### src/rtl/ltis_pkg.sv
// Shared types and constants for the lockstep turn input synchronizer.
`default_nettype none

package ltis_pkg;

	localparam int TURN_W     = 31;
	localparam int TICKS_W    = 32;
	localparam int COORD_W    = 10;
	localparam int KEYS_W     = 24;
	localparam int KIND_W     = 3;
	localparam int ACTION_W   = 2;
	localparam int PIDX_W     = 2;
	localparam int CNT_W      = 3;
	localparam int TPT_W      = 8;
	localparam int CFG_IDX_W  = 2;
	localparam int CFG_DATA_W = 8;

	// command queue between front and back
	localparam int QUEUE_DEPTH = 2;
	localparam int QPTR_W      = $clog2(QUEUE_DEPTH);
	localparam int QCNT_W      = $clog2(QUEUE_DEPTH + 1);

	// odd key bits are the clicked flags
	localparam logic [KEYS_W-1:0] CLICK_MASK = 24'hAAAAAA;

	localparam logic [ACTION_W-1:0] ACT_START = 2'd0;
	localparam logic [ACTION_W-1:0] ACT_RECV  = 2'd1;
	localparam logic [ACTION_W-1:0] ACT_TICK  = 2'd2;

	localparam logic [KIND_W-1:0] KIND_STALL  = 3'd0;
	localparam logic [KIND_W-1:0] KIND_INPUTS = 3'd1;
	localparam logic [KIND_W-1:0] KIND_MSG    = 3'd2;
	localparam logic [KIND_W-1:0] KIND_ACCEPT = 3'd3;
	localparam logic [KIND_W-1:0] KIND_DROP   = 3'd4;

	localparam logic [CFG_IDX_W-1:0] REG_PLAYER_COUNT   = 2'd0;
	localparam logic [CFG_IDX_W-1:0] REG_LOCAL_INDEX    = 2'd1;
	localparam logic [CFG_IDX_W-1:0] REG_TICKS_PER_TURN = 2'd2;
	localparam logic [CFG_IDX_W-1:0] REG_NETWORK_ACTIVE = 2'd3;

	typedef struct packed {
		logic [COORD_W-1:0] x;
		logic [COORD_W-1:0] y;
		logic [KEYS_W-1:0]  keys;
	} inputs_t;

	typedef enum logic [1:0] {
		CMD_START,
		CMD_RECV,
		CMD_TICK
	} cmd_op_t;

	typedef struct packed {
		cmd_op_t             op;
		logic [PIDX_W-1:0]   sender;
		logic [TURN_W-1:0]   turn;
		inputs_t             data;
	} cmd_t;

	typedef struct packed {
		logic [CNT_W-1:0]  player_count;
		logic [PIDX_W-1:0] local_index;
		logic [TPT_W-1:0]  ticks_per_turn;
		logic              network_active;
	} cfg_t;

	typedef struct packed {
		logic [KIND_W-1:0]  kind;
		logic [PIDX_W-1:0]  player;
		logic [TURN_W-1:0]  turn;
		inputs_t            data;
		logic [TICKS_W-1:0] tick_count;
		logic               last;
	} result_t;

	typedef enum logic [2:0] {
		ST_IDLE,
		ST_LD_RD,
		ST_LD_WR,
		ST_TURN,
		ST_MSG,
		ST_REPORT
	} seq_state_t;

endpackage

`default_nettype wire

### src/rtl/ltis_front.sv
// Front end: takes requests, decodes the action and hands commands to the queue.
`default_nettype none

module ltis_front (
	input  logic                            clk,
	input  logic                            arst_n,
	input  logic                            req_valid,
	output logic                            req_ready,
	input  logic [ltis_pkg::ACTION_W-1:0]   action,
	input  logic [ltis_pkg::PIDX_W-1:0]     sender_index,
	input  logic [ltis_pkg::TURN_W-1:0]     turn_number,
	input  logic [ltis_pkg::COORD_W-1:0]    touch_x,
	input  logic [ltis_pkg::COORD_W-1:0]    touch_y,
	input  logic [ltis_pkg::KEYS_W-1:0]     keys,
	output logic                            cmd_valid,
	output ltis_pkg::cmd_t                  cmd,
	input  logic                            cmd_ready
);
	import ltis_pkg::*;

	logic    vld_s1;
	cmd_t    cmd_s1;
	logic    known;
	cmd_op_t op;

	always_comb begin
		known = 1'b1;
		op    = CMD_TICK;
		case (action)
			ACT_START: op = CMD_START;
			ACT_RECV:  op = CMD_RECV;
			ACT_TICK:  op = CMD_TICK;
			default:   known = 1'b0;
		endcase
	end

	assign req_ready = !vld_s1 || cmd_ready;

	// unknown action codes are taken and dropped here
	always_ff @(posedge clk or negedge arst_n) begin
		if (!arst_n) begin
			vld_s1 <= 1'b0;
		end else if (req_ready) begin
			vld_s1 <= req_valid && known;
		end
	end

	always_ff @(posedge clk) begin
		if (req_valid && req_ready) begin
			cmd_s1.op     <= op;
			cmd_s1.sender <= sender_index;
			cmd_s1.turn   <= turn_number;
			cmd_s1.data   <= '{x: touch_x, y: touch_y, keys: keys};
		end
	end

	assign cmd_valid = vld_s1;
	assign cmd       = cmd_s1;

endmodule

`default_nettype wire

### src/rtl/ltis_queue.sv
// Short command queue decoupling the front end from the sequencer.
`default_nettype none

module ltis_queue (
	input  logic           clk,
	input  logic           arst_n,
	input  logic           push_valid,
	output logic           push_ready,
	input  ltis_pkg::cmd_t push_data,
	output logic           pop_valid,
	input  logic           pop_ready,
	output ltis_pkg::cmd_t pop_data
);
	import ltis_pkg::*;

	cmd_t              entry_q [QUEUE_DEPTH];
	logic [QPTR_W-1:0] wr_ptr_q;
	logic [QPTR_W-1:0] rd_ptr_q;
	logic [QCNT_W-1:0] count_q;
	logic              push;
	logic              pop;

	assign push_ready = count_q != QCNT_W'(QUEUE_DEPTH);
	assign pop_valid  = count_q != '0;
	assign push       = push_valid && push_ready;
	assign pop        = pop_valid && pop_ready;
	assign pop_data   = entry_q[rd_ptr_q];

	always_ff @(posedge clk or negedge arst_n) begin
		if (!arst_n) begin
			wr_ptr_q <= '0;
			rd_ptr_q <= '0;
			count_q  <= '0;
		end else begin
			if (push) begin
				wr_ptr_q <= (wr_ptr_q == QPTR_W'(QUEUE_DEPTH - 1)) ? '0 : wr_ptr_q + QPTR_W'(1);
			end
			if (pop) begin
				rd_ptr_q <= (rd_ptr_q == QPTR_W'(QUEUE_DEPTH - 1)) ? '0 : rd_ptr_q + QPTR_W'(1);
			end
			if (push && !pop) begin
				count_q <= count_q + QCNT_W'(1);
			end else if (pop && !push) begin
				count_q <= count_q - QCNT_W'(1);
			end
		end
	end

	always_ff @(posedge clk) begin
		if (push) begin
			entry_q[wr_ptr_q] <= push_data;
		end
	end

endmodule

`default_nettype wire

### src/rtl/ltis_back.sv
// Back end sequencer: turn state, slot rings, player walk and the result register.
`default_nettype none

module ltis_back #(
	parameter int MAX_PLAYERS = 4,
	parameter int RING_DEPTH  = 4
) (
	input  logic              clk,
	input  logic              arst_n,
	input  ltis_pkg::cfg_t    cfg,
	input  logic              cmd_valid,
	input  ltis_pkg::cmd_t    cmd,
	output logic              cmd_ready,
	output logic              rsp_valid,
	output ltis_pkg::result_t rsp,
	input  logic              rsp_ready
);
	import ltis_pkg::*;

	localparam int PW      = (MAX_PLAYERS > 1) ? $clog2(MAX_PLAYERS) : 1;
	localparam int NW      = $clog2(MAX_PLAYERS + 1);
	localparam int SW      = $clog2(RING_DEPTH);
	localparam int ENTRIES = MAX_PLAYERS * RING_DEPTH;
	localparam int AW      = $clog2(ENTRIES);
	localparam int CMPW    = (NW > PIDX_W) ? NW : PIDX_W;

	seq_state_t state_q, state_d;

	logic                                 running_q;
	logic [TURN_W-1:0]                    lt_q;
	logic [SW-1:0]                        lt_slot_q;
	logic [TPT_W-1:0]                     tit_q;
	logic [TICKS_W-1:0]                   ticks_q;
	logic [MAX_PLAYERS-1:0][RING_DEPTH-1:0] ready_q;
	logic [MAX_PLAYERS-1:0]               fresh_q;
	logic [NW-1:0]                        p_q;
	inputs_t                              cur_q [MAX_PLAYERS];
	inputs_t                              hold_q;
	result_t                              out_q;
	logic                                 out_valid_q;

	inputs_t                              mem [ENTRIES];
	inputs_t                              rd_q;

	logic [NW-1:0]     n_act;
	logic [PW-1:0]     p_idx;
	logic              last_p;
	logic              all_ready;
	logic              out_free;
	logic              tick_stall;
	logic              tick_inturn;
	logic [TURN_W-1:0] turn_gap;
	logic [TURN_W:0]   turn_sum;
	logic [SW:0]       slot_sum;
	logic [SW-1:0]     recv_slot;
	logic              recv_ok;
	logic [PW-1:0]     sender_idx;
	logic [SW-1:0]     slot_nxt;
	logic              li_ok;
	logic [PW-1:0]     li_idx;

	logic              emit;
	result_t           res;
	logic              do_start;
	logic              do_recv;
	logic              do_step;
	logic              do_load;
	logic              do_turn;
	logic              p_clr;
	logic              p_inc;
	logic              mem_we;
	logic [AW-1:0]     mem_waddr;
	logic [AW-1:0]     mem_raddr;
	inputs_t           mem_wdata;

	// effective player count
	always_comb begin
		if (cfg.player_count < MAX_PLAYERS) begin
			n_act = NW'(cfg.player_count);
		end else begin
			n_act = NW'(MAX_PLAYERS);
		end
	end

	assign p_idx    = p_q[PW-1:0];
	assign last_p   = p_q == (n_act - NW'(1));
	assign out_free = !out_valid_q || rsp_ready;

	always_comb begin
		all_ready = 1'b1;
		for (int i = 0; i < MAX_PLAYERS; i++) begin
			if ((NW'(i) < n_act) && !ready_q[i][lt_slot_q]) begin
				all_ready = 1'b0;
			end
		end
	end

	assign tick_stall  = !running_q || ((tit_q >= cfg.ticks_per_turn) && !all_ready);
	assign tick_inturn = tit_q < cfg.ticks_per_turn;

	// receive window and slot: slot of the received turn is derived from the
	// current slot plus distance; past the counter wrap the turn is below the depth
	assign turn_gap   = cmd.turn - lt_q;
	assign turn_sum   = {1'b0, lt_q} + {1'b0, turn_gap};
	assign slot_sum   = (SW+1)'(lt_slot_q) + (SW+1)'(turn_gap[SW-1:0]);
	assign sender_idx = PW'(cmd.sender);
	assign recv_ok    = (turn_gap < TURN_W'(RING_DEPTH)) && (CMPW'(cmd.sender) < CMPW'(n_act));

	always_comb begin
		if (turn_sum[TURN_W]) begin
			recv_slot = cmd.turn[SW-1:0];
		end else if (slot_sum >= (SW+1)'(RING_DEPTH)) begin
			recv_slot = SW'(slot_sum - (SW+1)'(RING_DEPTH));
		end else begin
			recv_slot = slot_sum[SW-1:0];
		end
	end

	// slot of the next turn; the turn counter wrap restarts the ring at zero
	always_comb begin
		if (&lt_q) begin
			slot_nxt = '0;
		end else if (lt_slot_q == SW'(RING_DEPTH - 1)) begin
			slot_nxt = '0;
		end else begin
			slot_nxt = lt_slot_q + SW'(1);
		end
	end

	assign li_ok  = CMPW'(cfg.local_index) < CMPW'(MAX_PLAYERS);
	assign li_idx = PW'(cfg.local_index);

	// next state
	always_comb begin
		state_d = state_q;
		case (state_q)
			ST_IDLE: begin
				if (cmd_valid && (cmd.op == CMD_TICK) && !tick_stall) begin
					if (tick_inturn) begin
						state_d = (n_act != '0) ? ST_REPORT : ST_IDLE;
					end else begin
						state_d = (n_act != '0) ? ST_LD_RD : ST_TURN;
					end
				end
			end
			ST_LD_RD: state_d = ST_LD_WR;
			ST_LD_WR: state_d = last_p ? ST_TURN : ST_LD_RD;
			ST_TURN: begin
				if (cfg.network_active) begin
					state_d = ST_MSG;
				end else begin
					state_d = (n_act != '0) ? ST_REPORT : ST_IDLE;
				end
			end
			ST_MSG: begin
				if (out_free) begin
					state_d = (n_act != '0) ? ST_REPORT : ST_IDLE;
				end
			end
			ST_REPORT: begin
				if (out_free && last_p) begin
					state_d = ST_IDLE;
				end
			end
			default: state_d = ST_IDLE;
		endcase
	end

	// control outputs
	always_comb begin
		cmd_ready = 1'b0;
		emit      = 1'b0;
		res       = '0;
		do_start  = 1'b0;
		do_recv   = 1'b0;
		do_step   = 1'b0;
		do_load   = 1'b0;
		do_turn   = 1'b0;
		p_clr     = 1'b0;
		p_inc     = 1'b0;
		case (state_q)
			ST_IDLE: begin
				if (cmd_valid) begin
					case (cmd.op)
						CMD_START: begin
							cmd_ready = 1'b1;
							do_start  = 1'b1;
						end
						CMD_RECV: begin
							if (out_free) begin
								cmd_ready      = 1'b1;
								emit           = 1'b1;
								do_recv        = recv_ok;
								res.kind       = recv_ok ? KIND_ACCEPT : KIND_DROP;
								res.player     = cmd.sender;
								res.turn       = cmd.turn;
								res.data       = cmd.data;
								res.tick_count = ticks_q;
								res.last       = 1'b1;
							end
						end
						CMD_TICK: begin
							if (tick_stall) begin
								if (out_free) begin
									cmd_ready      = 1'b1;
									emit           = 1'b1;
									res.kind       = KIND_STALL;
									res.turn       = lt_q;
									res.tick_count = ticks_q;
									res.last       = 1'b1;
								end
							end else begin
								cmd_ready = 1'b1;
								p_clr     = 1'b1;
								do_step   = tick_inturn;
							end
						end
						default: ;
					endcase
				end
			end
			ST_LD_RD: ;
			ST_LD_WR: begin
				do_load = 1'b1;
				p_inc   = !last_p;
				p_clr   = last_p;
			end
			ST_TURN: begin
				do_turn = 1'b1;
				p_clr   = 1'b1;
			end
			ST_MSG: begin
				if (out_free) begin
					emit           = 1'b1;
					res.kind       = KIND_MSG;
					res.player     = cfg.local_index;
					res.turn       = lt_q;
					res.data       = hold_q;
					res.tick_count = ticks_q;
					res.last       = n_act == '0;
				end
			end
			ST_REPORT: begin
				if (out_free) begin
					emit           = 1'b1;
					p_inc          = 1'b1;
					res.kind       = KIND_INPUTS;
					res.player     = PIDX_W'(p_q);
					res.turn       = lt_q;
					res.data       = cur_q[p_idx];
					res.tick_count = ticks_q;
					res.last       = last_p;
				end
			end
			default: ;
		endcase
	end

	// slot store ports
	assign mem_raddr = AW'(AW'(p_idx) * AW'(RING_DEPTH) + AW'(lt_slot_q));
	assign mem_we    = do_recv || (do_turn && li_ok);
	assign mem_waddr = do_turn ? AW'(AW'(li_idx) * AW'(RING_DEPTH) + AW'(slot_nxt))
	                           : AW'(AW'(sender_idx) * AW'(RING_DEPTH) + AW'(recv_slot));
	assign mem_wdata = do_turn ? hold_q : cmd.data;

	always_ff @(posedge clk) begin
		if (mem_we) begin
			mem[mem_waddr] <= mem_wdata;
		end
		rd_q <= mem[mem_raddr];
	end

	always_ff @(posedge clk or negedge arst_n) begin
		if (!arst_n) begin
			state_q     <= ST_IDLE;
			running_q   <= 1'b0;
			lt_q        <= '0;
			lt_slot_q   <= '0;
			tit_q       <= TPT_W'(1);
			ticks_q     <= '0;
			ready_q     <= '0;
			fresh_q     <= '0;
			p_q         <= '0;
			out_valid_q <= 1'b0;
		end else begin
			state_q <= state_d;
			if (p_clr) begin
				p_q <= '0;
			end else if (p_inc) begin
				p_q <= p_q + NW'(1);
			end
			if (emit) begin
				out_valid_q <= 1'b1;
			end else if (rsp_ready) begin
				out_valid_q <= 1'b0;
			end
			if (do_start) begin
				running_q <= 1'b1;
				lt_q      <= '0;
				lt_slot_q <= '0;
				tit_q     <= '0;
				ticks_q   <= '0;
				fresh_q   <= '1;
				for (int i = 0; i < MAX_PLAYERS; i++) begin
					ready_q[i] <= RING_DEPTH'(1);
				end
			end
			if (do_recv) begin
				ready_q[sender_idx][recv_slot] <= 1'b1;
				if (recv_slot == '0) begin
					fresh_q[sender_idx] <= 1'b0;
				end
			end
			if (do_step) begin
				tit_q   <= tit_q + TPT_W'(1);
				ticks_q <= ticks_q + TICKS_W'(1);
			end
			if (do_load) begin
				ready_q[p_idx][lt_slot_q] <= 1'b0;
			end
			if (do_turn) begin
				lt_q      <= lt_q + TURN_W'(1);
				lt_slot_q <= slot_nxt;
				tit_q     <= TPT_W'(1);
				ticks_q   <= ticks_q + TICKS_W'(1);
				if (li_ok) begin
					ready_q[li_idx][slot_nxt] <= 1'b1;
					if (slot_nxt == '0) begin
						fresh_q[li_idx] <= 1'b0;
					end
				end
			end
		end
	end

	// slot 0 is ready at start with zero inputs until first written
	always_ff @(posedge clk) begin
		if (emit) begin
			out_q <= res;
		end
		if (cmd_valid && cmd_ready) begin
			hold_q <= cmd.data;
		end
		if (do_start) begin
			for (int i = 0; i < MAX_PLAYERS; i++) begin
				cur_q[i] <= '0;
			end
		end
		if (do_step) begin
			for (int i = 0; i < MAX_PLAYERS; i++) begin
				if (NW'(i) < n_act) begin
					cur_q[i].keys <= cur_q[i].keys & ~CLICK_MASK;
				end
			end
		end
		if (do_load) begin
			cur_q[p_idx] <= (fresh_q[p_idx] && (lt_slot_q == '0)) ? '0 : rd_q;
		end
	end

	assign rsp_valid = out_valid_q;
	assign rsp       = out_q;

endmodule

`default_nettype wire

### src/rtl/lockstep_turn_input_sync.sv
// Top level of the lockstep turn input synchronizer: config registers, front, queue, sequencer.
// A request passes through the front register and then the queue before it reaches the sequencer.
// Start, receive and stalled ticks are handled in the idle state; a tick inside a turn reports each
// active player, and a turn-changing tick loads each player's slot (one store read per player),
// advances the turn, sends the local inputs when sending is on, then reports each player.
// Reset clears all control state and config to defaults; the session is not running until start.
`default_nettype none

module lockstep_turn_input_sync #(
	parameter int MAX_PLAYERS = 4,
	parameter int RING_DEPTH  = 4
) (
	input  logic                              clk,
	input  logic                              arst_n,

	// request channel
	input  logic                              req_valid,
	output logic                              req_ready,
	input  logic [ltis_pkg::ACTION_W-1:0]     action,
	input  logic [ltis_pkg::PIDX_W-1:0]       sender_index,
	input  logic [ltis_pkg::TURN_W-1:0]       turn_number,
	input  logic [ltis_pkg::COORD_W-1:0]      touch_x,
	input  logic [ltis_pkg::COORD_W-1:0]      touch_y,
	input  logic [ltis_pkg::KEYS_W-1:0]       keys,

	// configuration write channel
	input  logic                              cfg_valid,
	output logic                              cfg_ready,
	input  logic [ltis_pkg::CFG_IDX_W-1:0]    cfg_index,
	input  logic [ltis_pkg::CFG_DATA_W-1:0]   cfg_data,

	// result channel
	output logic                              rsp_valid,
	input  logic                              rsp_ready,
	output logic [ltis_pkg::KIND_W-1:0]       kind,
	output logic [ltis_pkg::PIDX_W-1:0]       player,
	output logic [ltis_pkg::TURN_W-1:0]       turn,
	output logic [ltis_pkg::COORD_W-1:0]      out_touch_x,
	output logic [ltis_pkg::COORD_W-1:0]      out_touch_y,
	output logic [ltis_pkg::KEYS_W-1:0]       out_keys,
	output logic [ltis_pkg::TICKS_W-1:0]      tick_count,
	output logic                              last
);
	import ltis_pkg::*;

	cfg_t    cfg_q;
	logic    cmd_valid;
	cmd_t    cmd;
	logic    cmd_ready;
	logic    q_valid;
	cmd_t    q_cmd;
	logic    q_ready;
	result_t rsp;

	// config writes are always accepted
	assign cfg_ready = 1'b1;

	always_ff @(posedge clk or negedge arst_n) begin
		if (!arst_n) begin
			cfg_q.player_count   <= CNT_W'(1);
			cfg_q.local_index    <= '0;
			cfg_q.ticks_per_turn <= TPT_W'(3);
			cfg_q.network_active <= 1'b0;
		end else if (cfg_valid && cfg_ready) begin
			case (cfg_index)
				REG_PLAYER_COUNT:   cfg_q.player_count   <= cfg_data[CNT_W-1:0];
				REG_LOCAL_INDEX:    cfg_q.local_index    <= cfg_data[PIDX_W-1:0];
				REG_TICKS_PER_TURN: cfg_q.ticks_per_turn <= cfg_data[TPT_W-1:0];
				REG_NETWORK_ACTIVE: cfg_q.network_active <= cfg_data[0];
				default: ;
			endcase
		end
	end

	// decode and register each request
	ltis_front u_front (
		.clk          (clk),
		.arst_n       (arst_n),
		.req_valid    (req_valid),
		.req_ready    (req_ready),
		.action       (action),
		.sender_index (sender_index),
		.turn_number  (turn_number),
		.touch_x      (touch_x),
		.touch_y      (touch_y),
		.keys         (keys),
		.cmd_valid    (cmd_valid),
		.cmd          (cmd),
		.cmd_ready    (cmd_ready)
	);

	// lets the front keep taking requests while the sequencer walks players
	ltis_queue u_queue (
		.clk        (clk),
		.arst_n     (arst_n),
		.push_valid (cmd_valid),
		.push_ready (cmd_ready),
		.push_data  (cmd),
		.pop_valid  (q_valid),
		.pop_ready  (q_ready),
		.pop_data   (q_cmd)
	);

	// turn state, slot rings and result register
	ltis_back #(
		.MAX_PLAYERS (MAX_PLAYERS),
		.RING_DEPTH  (RING_DEPTH)
	) u_back (
		.clk       (clk),
		.arst_n    (arst_n),
		.cfg       (cfg_q),
		.cmd_valid (q_valid),
		.cmd       (q_cmd),
		.cmd_ready (q_ready),
		.rsp_valid (rsp_valid),
		.rsp       (rsp),
		.rsp_ready (rsp_ready)
	);

	assign kind        = rsp.kind;
	assign player      = rsp.player;
	assign turn        = rsp.turn;
	assign out_touch_x = rsp.data.x;
	assign out_touch_y = rsp.data.y;
	assign out_keys    = rsp.data.keys;
	assign tick_count  = rsp.tick_count;
	assign last        = rsp.last;

endmodule

`default_nettype wire

### config.mk
export PLATFORM = sky130hd
export DESIGN_NAME = lockstep_turn_input_sync
export DESIGN_NICKNAME = d
export VERILOG_FILES = /design/src/rtl/ltis_pkg.sv /design/src/rtl/ltis_front.sv /design/src/rtl/ltis_queue.sv /design/src/rtl/ltis_back.sv /design/src/rtl/lockstep_turn_input_sync.sv
export SDC_FILE = /design/constraint.sdc
export NUM_CORES = 2
export LEC_CHECK = 0
export BUFFER_PORTS_ARGS = -buffer_cell sky130_fd_sc_hd__buf_2
export CAP_MARGIN = 10
export CORE_MARGIN = 2
export CORE_UTILIZATION = 63
export CTS_BUF_LIST = sky130_fd_sc_hd__clkbuf_8
export CTS_CLUSTER_DIAMETER = 50
export DETAILED_ROUTE_END_ITERATION = 8
export MAX_ROUTING_LAYER = met4
export PLACE_DENSITY = 0.77
export SLEW_MARGIN = 0
export SYNTH_ARGS = -nofsm -noshare
export SYNTH_HDL_FRONTEND = slang
export SYNTH_HIERARCHICAL = 1
export SYNTH_SLANG_ARGS = --single-unit
### constraint.sdc
create_clock -name clk -period 19.9 [get_ports clk]
set_input_delay 0 -clock clk [delete_from_list [all_inputs] [get_ports clk]]
set_output_delay 0 -clock clk [all_outputs]
set_load 0.05 [all_outputs]
======== Word level (Yosys, flattened, before mapping) ========
Memory sizes are Yosys's and may differ from the RTL's. A register that Yosys moved wholly into a read port is not among the register bits.
Index checks and enable logic that the tools add are counted.
word-level totals
  output and inout port bits .............. 116
  memories ................................ 3
  register bits ........................... 356
  bits in writable memories ............... 1038
  word-level logic and storage cells ...... 509
  bits of input ports ..................... 94
operators by class
  muxes and demuxes ....................... 237
  reduce and logical (&&, ||, !) cells .... 66
  bitwise logic cells ..................... 104
  equality and inequality tests ........... 22
  magnitude comparators ................... 22
  add/subtract/negate cells ............... 17
memory list
  memory           depth  width  read ports  clocked after Yosys merged registers in  wr ports  line              text
  u_back.mem       16     44     1           1                                        1         ltis_back.sv:42   inputs_t mem [ENTRIES];
  u_back.cur_q     4      44     1           0                                        4         ltis_back.sv:37   inputs_t cur_q [MAX_PLAYERS];
  u_queue.entry_q  2      79     1           0                                        1         ltis_queue.sv:16  cmd_t entry_q [QUEUE_DEPTH];
operators by type and width
  cell                                                 number
  one-hot mux 113 bit (3 select lines)                 1
  two-way mux 113 bit                                  2
  two-way mux 44 bit                                   4
  two-way mux 1 bit                                    157
  two-way mux 31 bit                                   4
  two-way mux 112 bit                                  1
  two-way mux 111 bit                                  1
  two-way mux 32 bit                                   3
  bitwise OR 1 bit                                     96
  two-way mux 33 bit                                   2
  one-hot mux 33 bit (2 select lines)                  1
  two-way mux 16 bit                                   4
  one-hot mux 31 bit (2 select lines)                  1
  OR reduction 44 bit                                  1
  two-way mux 4 bit                                    9
  two-way mux 3 bit                                    11
  adder 31 x 31 -> 32 bit                              1
  adder 32 x 1 -> 32 bit, second input constant        1
  bitwise OR 16 bit                                    2
  adder 31 x 1 -> 31 bit, second input constant        1
  < comparator 31 x 3 -> 1 bit, second input constant  1
  AND reduction 31 bit                                 1
  subtractor 31 bit                                    1
  two-way mux 25 bit                                   1
  50 further kinds                                     161

======== Logic depth before layout (Yosys ltp) ========
  word-level depth ........................ 20
  mapped depth ............................ 23
  mapped depth without buffers ............ 20

======== Hierarchy ========
The synthesis kept the hierarchy.
modules (own cells, without submodules)
  module                    seq. area each (µm²)  cells an instance  area each (µm²)  instances
  ltis_back                 34549.4               3194               50891.3          1
  ltis_queue                4844.6                264                6296.0           1
  ltis_front                2397.3                86                 2443.6           1
  lockstep_turn_input_sync  354.1                 34                 574.3            1

======== Worst setup path after synthesis ========
OpenSTA, ideal clock, no wires.
  path type ............................... flip-flop to flip-flop
  from .................................... register u_queue.rd_ptr_q
  to ...................................... memory u_back/mem[14][0] (netlist name), enable pin
  period minus slack after synthesis ...... 8.559 ns
  required time ........................... 19.387 ns
  path slack .............................. 11.341 ns
  stages on the path, launching flop included .. 24
  arrival time ............................ 8.046 ns
  path buffers ............................ 3
  library setup time ...................... 0.513 ns
  path through ............................ dfrtp_1 > buf_6 > buf_12 > mux2_4 > inv_1 > ha_1 > fa_1 > and2b_1 > o2111ai_1 > a211oi_1 > o21ai_0 > a211oi_1 > nand2_1 > ha_1 > a21oi_1 > o21ai_0 > a2111oi_0 > o2111ai_1 > nand2_1 > clkbuf_1 > o22ai_1 > a31o_2 > nor2b_1 > a21boi_0
RTL lines
  element                 line              text
  from (decl)             ltis_queue.sv:18  logic [QPTR_W-1:0] rd_ptr_q;
  from (signal assigned)  ltis_queue.sv:39  rd_ptr_q <= (rd_ptr_q == QPTR_W'(QUEUE_DEPTH - 1)) ? '0 : rd_ptr_q + QPTR_W'(1);
  to (decl)               ltis_back.sv:42

==> flow_summary.yaml <==
detailed_routing:
  dr.pass1.iters: 5
  wire_per_inst_um: 26.8
  vias: 35100
  wirelength_mm: 148
  drc: 0
  dr.first_iter.drc_count: 4828
  ant_nets: 0
  viasPerCell: 6.33
floorplan:
  die_w_um: 313
  core_region_area_mm2: 0.0949
  rows: 113
  start_util: 0.635
  die_area_mm2: 0.0981
  die_h_um: 313
  num_io_pins: 210
logic_synthesis:
  syn-mean-instance-area_um2: 16.8
  synth-seq-cells: 1438
  syn_inst: 3578
  synthTopCellsByArea: "edfxtp_1 64%, mux4_2 10%, dfrtp_1 4.8%"
  ys_seq_area_frac: 0.700
  synth-edff-count: 1274
  synth_ff_type: "edfxtp_1"
  async_reset_ff_frac: 0.0834
  yosysTopAreaCell: "edfxtp_1"
  netlist-cell-type-count: 89
  synthTopCellsByCount: "1274 x edfxtp_1, 310 x nand2_1, 269 x mux4_2, 192 x and2_1, 164 x o21ai_0"
  synth.most_common_cell: "edfxtp_1"
  ys.warnings.count: 6
  synth_top_area_share: 0.635
  syn_area_mm2: 0.0602
  syn_nets: 3763
placement:
  placed_cells: 4933
  routabilityCongestion: 0.924
  dp_hpwl_mm: 87.6
  io_buffers: 208
global_route:
  grtUsageTotal: 0.317
  antenna_found_initial: 7
  grt_pass1_wl_mm: 222
  grt_max_degree: 69
  gr-total-overflow: 0
  grt_pass1_vias: 35000
power_and_ir_drop:
  p_int_mw: 6.45
  pwr-share-seq: 0.438
  combPwrFrac: 0.329
  vdd.ir_drop.worst_uv: 90.2
  power.density_cell_area_mw_per_mm2: 146
  clockPowerShare: 0.233
  p_leak_nw: 24.4
  finalPower_mw: 10.1
  switching_share: 0.361
  netSwitchingPower_mw: 3.64
sta:
  slew_headroom: 0.259
  finalSetupViolCount: 0
  maxSlewViolCount: 0
  worst_slew_pin_slew_ns: 1.10
  finalSetupTns_ns: 0
  rsz0062_at_grt: "no"
  hold_ws_ns: 0.121
  finalCriticalPeriod_ns: 7.72
  hold_violations: 0
  fmax_mhz: 130
  final.period_utilization: 0.388
  clock-skew-final_ns: 0.0575
cts:
  cts_max_level: 4
  cts_sinks: 1438
  insertion_delay_ns: 0.91
  clk_pin_slew_ns: 0.06
  cts-root-buf: "clkbuf_8"
  clockBufferDepth: 3
  cts_tree: "built"
  cts_resized: 0
  numCtsBuffers: 217
worst_setup_path:
  crit_required_ns: 20.41
  start_kind: "flop"
  path_class: "reg -> reg"
  arrival_ns: 8.23
  crit_fanout: 44
  end_kind: "flop"
finish:
  drive_above_1_share: 0.232
  n_fill_cell: 5469
  area_growth_pct: 14.3
  fin_nets: 4265
  layoutNonFillerInstCount: 5536
min_path:
  hold_path_class: "in -> reg"
job:
  cap_violations: 0
outcome:
  status: "finished, final reports clean"
[worst paths after layout]
kind,cells past startpoint,endpoint,slack (ns),from
min in group asynchronous,4,u_back/lt_q[3]$_DFFE_PN0P_,0.15,arst_n
max in group asynchronous,5,u_queue/rd_ptr_q$_DFFE_PN0P_,18.30,arst_n
setup reg to reg,22,u_back/mem[14][20]$_DFFE_PP_,12.18,u_queue/rd_ptr_q$_DFFE_PN0P_
setup / recovery,22,u_back/mem[14][20]$_DFFE_PP_,12.18,u_queue/rd_ptr_q$_DFFE_PN0P_
hold reg to reg,0,u_queue/entry_q[0][1]$_DFFE_PP_,0.41,u_front/cmd[1]$_DFFE_PP_
hold / removal,5,u_back/state_q[0]$_DFFE_PN0P_,0.12,rsp_ready
[critical path, cell delays in order (launching register included)]
cell	delay [ns]
dfrtp_4	0.57
buf_4	0.55
mux2_4	0.31
inv_1	0.08
ha_1	0.24
fa_1	0.41
and2b_1	0.28
o2111ai_1	0.17
a211oi_1	0.54
o21ai_0	0.28
a211oi_1	0.40
nand2_1	0.19
ha_1	0.33
a21oi_1	0.12
o21ai_0	0.17
a2111oi_0	0.45
o2111ai_1	0.17
nand2_1	0.34
mux2i_1	0.15
o21bai_1	0.22
nor2b_1	0.37
a21boi_4	0.23
buf_4	0.67
[power by group through the flow]
stage,Clock [mW],Sequential [mW],Combinational (mW)
after floorplan,0,4.63,2.03
after global placement,0,4.44,3.18
after detailed placement,0,4.46,3.24
after CTS,2.37,4.41,3.28
after global routing,2.50,4.46,3.52
final,2.35,4.42,3.32
[metal layers]
layer / track usage / wire [µm]
met1: 0.445 / 58600
met3: 0.0631 / 15600
met5: - / 0
met2: 0.482 / 70800
met4: 0.0922 / 3510
[flip-flops by register name, summed over array words and instances (netlist names)]
| signal | cells |
|---|---|
| u_back/tit_q | 8 |
| u_back/rd_q | 44 |
| u_back/rsp_valid | 1 |
| u_queue/count_q | 2 |
| u_back/state_q | 3 |
| u_back/rsp | 113 |
| u_back/lt_q | 31 |
| u_queue/entry_q | 158 |
| cfg_q | 14 |
| u_back/ready_q | 16 |
| u_back/mem | 704 |
| u_queue/rd_ptr_q | 1 |
| u_back/fresh_q | 4 |
| u_back/running_q | 1 |
| u_back/cur_q | 176 |
| u_front/cmd | 79 |
| u_back/hold_q | 44 |
| u_back/ticks_q | 32 |
| u_back/lt_slot_q | 2 |
| u_back/p_q | 3 |
| u_front/cmd_valid | 1 |
| u_queue/wr_ptr_q | 1 |
[final cells by class]
cell class                 count  area, µm²  share of cell area
inverter                      67        255             0.00371
sequential                  1438      42200               0.613
timing repair buffer         459       3420              0.0497
multi-input combinational   1897      17100               0.249
tap                         1265       1580              0.0230
clock buffer                 240       3300              0.0480
antenna                        2       5.00           0.0000727
clock inverter               168        977              0.0142
[layout by cell type, fill, tap and decap left out, types with 44 or more instances in the layout]
cell,count
ha_1,90
mux4_2,269
mux2i_1,55
edfxtp_1,1274
nor2b_1,44
buf_2,207
mux2_4,79
a21oi_1,91
nand3_1,52
nor2_1,89
clkbuf_8,240
dfxtp_1,44
and2_1,192
dfrtp_1,110
buf_4,59
o21ai_0,161
nand2_1,309
inv_1,155
dlygate4sd3_1,192
[per-stage QoR]
| stage | utilization | worst slack [ns] | instance area, µm² |
|---|---|---|---|
| finish | 0.725 | 12.18 | 68800 |
| global route | 0.725 | 11.73 | 68800 |
| CTS | 0.725 | 12.33 | 68800 |
| detailed placement | 0.660 | 12.38 | 62600 |
| global placement | 0.660 | 12.51 | 62600 |
| floorplan | - | 11.34 | 60200 |
[timing repair]
action / 4_1_cts / 5_1_grt
endpoints found under the setup margin: 0 / 0
hold endpoints to repair: 223 / 0
buffers inserted: 0 / 0
hold buffers: 193 / 0
[cells by family (layout without fill, tap and decap cells)]
family / after synthesis / in the layout / share of synthesized area
DFF: 1438 / 1438 / 0.700
and+or+nand+nor: 872 / 872 / 0.0741
buffers and inverters: 243 / 934 / 0.0181
muxes: 419 / 419 / 0.132
adders and majority gates: 91 / 91 / 0.0190
xor gates and xnor gates: 29 / 29 / 0.00422
AOI/OAI and AO/OA: 485 / 485 / 0.0520
other: 1 / 3 / 0.0000623
No activity file was read; power rests on OpenSTA's default activity.
